`src/sv/latency_histogram_engine_assert.svh`:
```
`ifndef LATENCY_HISTOGRAM_ENGINE_ASSERT_SVH
`define LATENCY_HISTOGRAM_ENGINE_ASSERT_SVH

// Same-cycle implication, checked on clk and disabled while rst_n is low.
`define LHE_ASSERT_IMP(name, ante, cons) \
  name: assert property (@(posedge clk) disable iff (!rst_n) (ante) |-> (cons)) \
    else $error("latency histogram assertion failed");

// Next-cycle implication, checked on clk and disabled while rst_n is low.
`define LHE_ASSERT_NXT(name, ante, cons) \
  name: assert property (@(posedge clk) disable iff (!rst_n) (ante) |=> (cons)) \
    else $error("latency histogram assertion failed");

`endif

```
`src/sv/lhe_pkg.sv`:
```
package lhe_pkg;

  localparam int SAMPLE_W   = 48;
  localparam int NS_W       = 48;
  localparam int Q_W        = 24;
  localparam int PCT_W      = 17;
  localparam int BIDX_W     = 3;
  localparam int TOTAL_W    = 40;
  localparam int SUM_W      = 64;
  localparam int CFG_IDX_W  = 3;
  localparam int CFG_DATA_W = 48;

  localparam int NUM_BUCKETS_DEF = 8;
  localparam int COUNT_WIDTH_DEF = 40;

  localparam logic [NS_W-1:0] NS_MAX = '1;
  localparam logic [Q_W-1:0] NS_PER_CYCLE_RESET = 24'h01_0000;

  localparam logic [CFG_IDX_W-1:0] REG_NS_PER_CYCLE = 3'd0;
  localparam logic [CFG_IDX_W-1:0] REG_BOUND_BASE   = 3'd1;

  localparam logic CMD_RECORD = 1'b0;
  localparam logic CMD_QUERY  = 1'b1;

  typedef struct packed {
    logic accept;
    logic conv;
    logic classify;
    logic commit;
    logic tgt;
    logic walk;
    logic answer;
  } lhe_cmd_t;

  typedef struct packed {
    logic empty;
    logic walk_hit;
  } lhe_stat_t;

  function automatic logic [NS_W-1:0] bound_reset(input int idx);
    logic [NS_W-1:0] v;
    case (idx)
      0: v = 48'd1000;
      1: v = 48'd2000;
      2: v = 48'd5000;
      3: v = 48'd10000;
      4: v = 48'd50000;
      5: v = 48'd100000;
      6: v = 48'd1000000;
      default: v = '0;
    endcase
    return v;
  endfunction

endpackage

```
`src/sv/lhe_ctrl.sv`:
```
module lhe_ctrl (
  input  logic               clk,
  input  logic               rst_n,
  input  logic               in_valid,
  input  logic               in_command,
  output logic               in_ready,
  input  logic               out_ready,
  output logic               out_valid,
  input  lhe_pkg::lhe_stat_t stat,
  output lhe_pkg::lhe_cmd_t  cmd
);

  typedef enum logic [6:0] {
    S_IDLE   = 7'b0000001,
    S_CONV   = 7'b0000010,
    S_CLASS  = 7'b0000100,
    S_COMMIT = 7'b0001000,
    S_TSUM   = 7'b0010000,
    S_WALK   = 7'b0100000,
    S_ANSWER = 7'b1000000
  } lhe_state_t;

  lhe_state_t state_r;
  lhe_state_t state_nxt;
  logic       out_valid_r;
  logic       out_valid_nxt;
  logic       slot_free;
  logic       load;

  assign slot_free = !out_valid_r || out_ready;

  always_comb begin
    state_nxt = state_r;
    cmd       = '0;
    in_ready  = 1'b0;
    case (state_r)
      S_IDLE: begin
        in_ready   = rst_n;
        cmd.accept = in_valid && rst_n;
        if (in_valid && rst_n) begin
          state_nxt = (in_command == lhe_pkg::CMD_QUERY) ? S_TSUM : S_CONV;
        end
      end
      S_CONV: begin
        cmd.conv  = 1'b1;
        state_nxt = S_CLASS;
      end
      S_CLASS: begin
        cmd.classify = 1'b1;
        state_nxt    = S_COMMIT;
      end
      S_COMMIT: begin
        if (slot_free) begin
          cmd.commit = 1'b1;
          state_nxt  = S_IDLE;
        end
      end
      S_TSUM: begin
        cmd.tgt   = 1'b1;
        state_nxt = stat.empty ? S_ANSWER : S_WALK;
      end
      S_WALK: begin
        cmd.walk = 1'b1;
        if (stat.walk_hit) begin
          state_nxt = S_ANSWER;
        end
      end
      S_ANSWER: begin
        if (slot_free) begin
          cmd.answer = 1'b1;
          state_nxt  = S_IDLE;
        end
      end
      default: begin
        state_nxt = S_IDLE;
      end
    endcase
  end

  assign load          = cmd.commit || cmd.answer;
  assign out_valid_nxt = load ? 1'b1 : (out_ready ? 1'b0 : out_valid_r);

  always_ff @(posedge clk) begin
    if (!rst_n) begin
      state_r     <= S_IDLE;
      out_valid_r <= 1'b0;
    end else begin
      state_r     <= state_nxt;
      out_valid_r <= out_valid_nxt;
    end
  end

  assign out_valid = out_valid_r;

endmodule

```
`config.mk`:
```
export PLATFORM = sky130hd
export DESIGN_NAME = lhe_ctrl
export DESIGN_NICKNAME = d
export VERILOG_FILES = /design/src/sv/latency_histogram_engine_assert.svh /design/src/sv/lhe_pkg.sv /design/src/sv/lhe_ctrl.sv
export SDC_FILE = /design/constraint.sdc
export NUM_CORES = 1
export LEC_CHECK = 0
export BUFFER_PORTS_ARGS = -buffer_cell sky130_fd_sc_hd__buf_4
export CORE_AREA = 2 2 39 41
export CTS_BUF_LIST = sky130_fd_sc_hd__clkbuf_8
export DETAILED_ROUTE_END_ITERATION = 16
export DIE_AREA = 0 0 41 43
export SKIP_LAST_GASP = 1
export SLEW_MARGIN = 5
export SYNTH_ARGS = -nofsm -noshare
export SYNTH_HDL_FRONTEND = slang
export SYNTH_SLANG_ARGS = --single-unit
export TNS_END_PERCENT = 10
```
`constraint.sdc`:
```
create_clock -name clk -period 2.7 [get_ports clk]
set_clock_uncertainty 0.15 [all_clocks]
set_input_delay 0.405 -clock clk [delete_from_list [all_inputs] [get_ports clk]]
set_output_delay 0.405 -clock clk [all_outputs]
set_load 0.02 [all_outputs]
```
Word-level counts from Yosys, hierarchy flattened
Index checks and enable logic that the tools add are counted.
W data, S select, Z words.
{"block": "totals", "latchBits": 0, "memories": 0, "output_inout_bits": 9, "rom_bits": 0, "mem_bits_rw": 0, "inputBits": 7, "reg_bits": 8, "wordCells": 36}
{"block": "op_classes", "eq_ne": 10, "reduce_logical": 7, "mul": 0, "n_addsub": 0, "n_mux": 17, "magnitude_cmp": 0, "div": 0, "shift": 0, "n_bitwise": 0}
{"cell": "$pmux W7 S6", "n": 1}
{"cell": "$mux W7", "n": 4}
{"cell": "$mux W1", "n": 11}
{"cell": "$eq A7 B1 Y1 const B", "n": 1}
{"cell": "$eq A7 B2 Y1 const B", "n": 1}
{"cell": "$eq A7 B3 Y1 const B", "n": 1}
{"cell": "$eq A7 B4 Y1 const B", "n": 1}
{"cell": "$eq A7 B5 Y1 const B", "n": 1}
{"cell": "$eq A7 B6 Y1 const B", "n": 1}
{"cell": "$eq A7 B7 Y1 const B", "n": 1}
{"cell": "$mux W5", "n": 1}
{"cell": "$ne A2 B2 Y1 const B", "n": 2}
{"cell": "$reduce_and A3 Y1", "n": 1}
{"cell": "$logic_or A1 B1 Y1", "n": 2}
{"cell": "$ne A2 B1 Y1 const B", "n": 1}
{"cell": "$reduce_bool A2 Y1", "n": 1}
{"cell": "$reduce_or A2 Y1", "n": 1}
{"cell": "$logic_and A1 B1 Y1", "n": 1}
{"cell": "$logic_not A1 Y1", "n": 1}

Logic depth before layout (Yosys ltp)
{"block": "depth", "depth_word": 6, "ltp_mapped": 5, "ltp_nobuf": 4}

Least setup slack after synthesis
OpenSTA, ideal clock, no wires.
{"block": "synth_timing", "path_type": "reg-to-output", "from": "reg state_r[6]", "to": "out cmd[6] in the netlist's numbering", "path_slack_ps": 640, "t_arrival_ps": 1505, "required_ps": 2145, "n_path_buf": 1, "stages_incl_launch_ff": 6, "cell_sequence": "dfxtp_1 > buf_4 > or3b_4 > nor4b_4 > nand2_1 > inv_1"}
{"element": "start, declared", "line": "lhe_ctrl.sv:23", "text": "lhe_state_t state_r;"}
{"element": "start signal, assigned", "line": "lhe_ctrl.sv:88", "text": "state_r <= state_nxt;"}
{"element": "end, declared", "line": "lhe_ctrl.sv:10", "text": "output lhe_pkg::lhe_cmd_t cmd"}

==> flow_summary.toml <==
[setup_path]
r2r_slack_ps = 1060
path_max_fanout = 7
critPathArrivalTime_ps = 1660
endpoint_kind = "output port"
criticalPathCategory = "flip-flop to output port"
required_ps = 2140
r2r.worst_path.cells = 4
cp-start-kind = "flip-flop"
timing.rr.end = "state_r[0]"
r2r-start = "state_r[2]"

[placed_design]
dp_hpwl_um = 847
io_buffers = 15
placed_cells = 92
place_congestion = 0.764

[cts]
cts_tree = "done"
clockRootBuffer = "clkbuf_8"
htree_levels = 1
clkSinkCount = 8
cts_hold_buf = 0
cts_buffers = 3
insertion_delay_ps = 230
cts_resized = 0
clk_pin_slew_worst_paths_ps = 40
postCtsSetupBuffers = 0
clock_path_buffers = 2

[layout]
insertedDiodeCount = 0
drive_gt1_share_pct = 32.9
stdcell_count = 95
layout.area.seq_um2 = 160
fillCellCount = 140
nets = 88
multi_input_area_um2 = 339
area_growth_pct = 30.5

[min_path]
hold_end = "state_r[1]"
hold_path_depth = 2
worstHoldStart = "in_command"
min_path_type = "primary input to flip-flop"

[power]
p_int_uw = 241
peakVddDrop_mv = 0.219
switchingPower_uw = 75.0
p_comb_share_pct = 14.2
powerDensity_mw_per_mm2 = 464
p_seq_share_pct = 39.6
p_leak_uw = 0.000286
clockPowerShare_pct = 46.2
switching_share_pct = 23.8

[global_routing]
antenna_found_initial = 0
grt-ovfl-total = 0
grt_max_degree = 10
grt_pass1_wl_um = 1810
grt_pass1_vias = 427
track_usage_pct = 15.2

[synth]
synth.distinct_cells = 30
ys_async_sr_fraction_pct = 0
postSynthNetCount = 70
synthFlopType = "dfxtp_1"
synth_edf_count = 0
synthCells = 63
synth_area_um2 = 522
yosysWarnings = 0
avgSynthCellArea_um2 = 8.28
ys_seq_elements = 8
synth_seq_area_share_pct = 30.7

[detailed_routing]
viasPerCell = 5.20
first_iter_violations = 18
routed_wl_um = 1110
drt_pass1_iterations = 4
detail-route-antenna-nets = 0
route.vias.total = 494
wl_per_cell_um = 11.6
route.detailed.drc = 0

[sta]
finalSetupTns_ps = 0
fin_crit_sh_pct = 81.9
post-route-min-period_ps = 2210
fmax_mhz = 452
drv_slew = 0
relSlewSlack_pct = 64.5
worst_pin_slew_ps = 531
whs_ps = 190
hold_violations = 0
rsz0062_at_grt = "false"
finalSetupViolCount = 0

[floorplan]
die-area_mm2 = 0.00176
start_util_pct = 37.7
die_height_um = 43
coreArea_mm2 = 0.00138
die_w_um = 41
num_rows = 14
ios = 16

[flow_run]
drv_cap = 0

[status]
status = "finished clean"
==> area by class of cell <==
type	count	share of cell area [%]
inverter	2	1.10
tap	16	2.94
sequential	8	23.5
clock buffer	3	6.07
timing repair buffer	15	16.5
multi-input combinational	51	49.8
==> worst max-delay path, stage by stage, from the launching register on <==
cell and delay (ps):
dfxtp_1 360, or3_4 460, nor4b_4 310, nand2_1 110, inv_1 60, buf_4 130
==> per-layer routing <==
layer | part of all wire [%] | global-route usage, %
met1 | 49 | 21.2
met2 | 43 | 20.0
met3 | 5.4 | 3.14
met4 | 2.3 | 10.0
met5 | 0 | 0
==> kinds of logic (layout without fill, tap and decap cells) <==
family,Yosys count,after routing,share of synthesized area (%)
buf+inv,4,20,4.32
simple gates,40,40,51.3
xor+xnor,1,1,1.68
flops,8,8,30.7
mux,1,1,1.92
compound gates,9,9,10.1
==> power groups by stage <==
stage | logic (µW) | clock network, µW | registers, µW
2_1_floorplan | 28.3 | 0 | 126
3_3_place_gp | 44.5 | 0 | 127
3_5_place_dp | 45.1 | 0 | 127
4_1_cts | 45.1 | 148 | 125
5_1_grt | 49.9 | 152 | 126
6_report | 44.9 | 146 | 125
==> stage by stage <==
stage	total power (µW)	utilization [%]	area, µm²	setup slack [ps]
3_3_place_gp	171	46.2	639	677
3_5_place_dp	172	46.2	639	645
6_report	316	49.2	681	488
4_1_cts	318	49.2	681	486
2_1_floorplan	154	-	522	640
5_1_grt	328	49.2	681	382
==> registers in the layout, summed over array words and instances (netlist names) <==
name       count
out_valid      1
state_r        7
==> how the worst max path moves through the flow <==
| stage | from | to |
|---|---|---|
| floorplan | state_r[6] | cmd[6] |
| global placement | rst_n | cmd[6] |
| detailed placement | rst_n | cmd[6] |
| CTS | state_r[2] | cmd[6] |
| global route | state_r[1] | cmd[0] |
| finish | state_r[2] | cmd[6] |
==> synthesized netlist by cell type (2+ instances only) <==
cell type	instances	area [µm²]
a21oi_1	2	10.0
buf_4	2	15.0
dfxtp_1	8	160
inv_1	2	7.51
nand2_1	7	26.3
nand2b_1	3	18.8
nand3_1	2	10.0
nand3b_1	2	15.0
nor2_1	8	30.0
nor3_1	3	15.0
nor3b_1	2	15.0
nor4b_4	2	47.6
o21ai_0	3	15.0
==> placed cells by master, fill, tap and decap left out <==
cell type	netlist	layout
or2b_2	1	1
a21oi_1	2	2
and2_1	1	1
or3b_4	1	1
o21a_1	1	1
nand2_1	7	7
and3_1	1	1
buf_4	2	15
o2bb2ai_1	1	1
clkbuf_8	0	3
inv_1	2	2
nand2b_1	3	3
and4_1	1	1
nor3_1	3	3
nand3b_1	2	2
a31oi_1	1	1
or3_4	1	1
nand4_1	1	1
nor4b_4	2	2
xnor2_1	1	1
nor2_1	8	8
and2b_2	1	1
dfxtp_1	8	8
nor2_2	1	1
o21ai_0	3	3
nand3_1	2	2
mux2i_1	1	1
o21ai_1	1	1
and4_2	1	1
nor4_1	1	1
nor3b_1	2	2
Note: power is estimated with default switching activity, not from simulation.
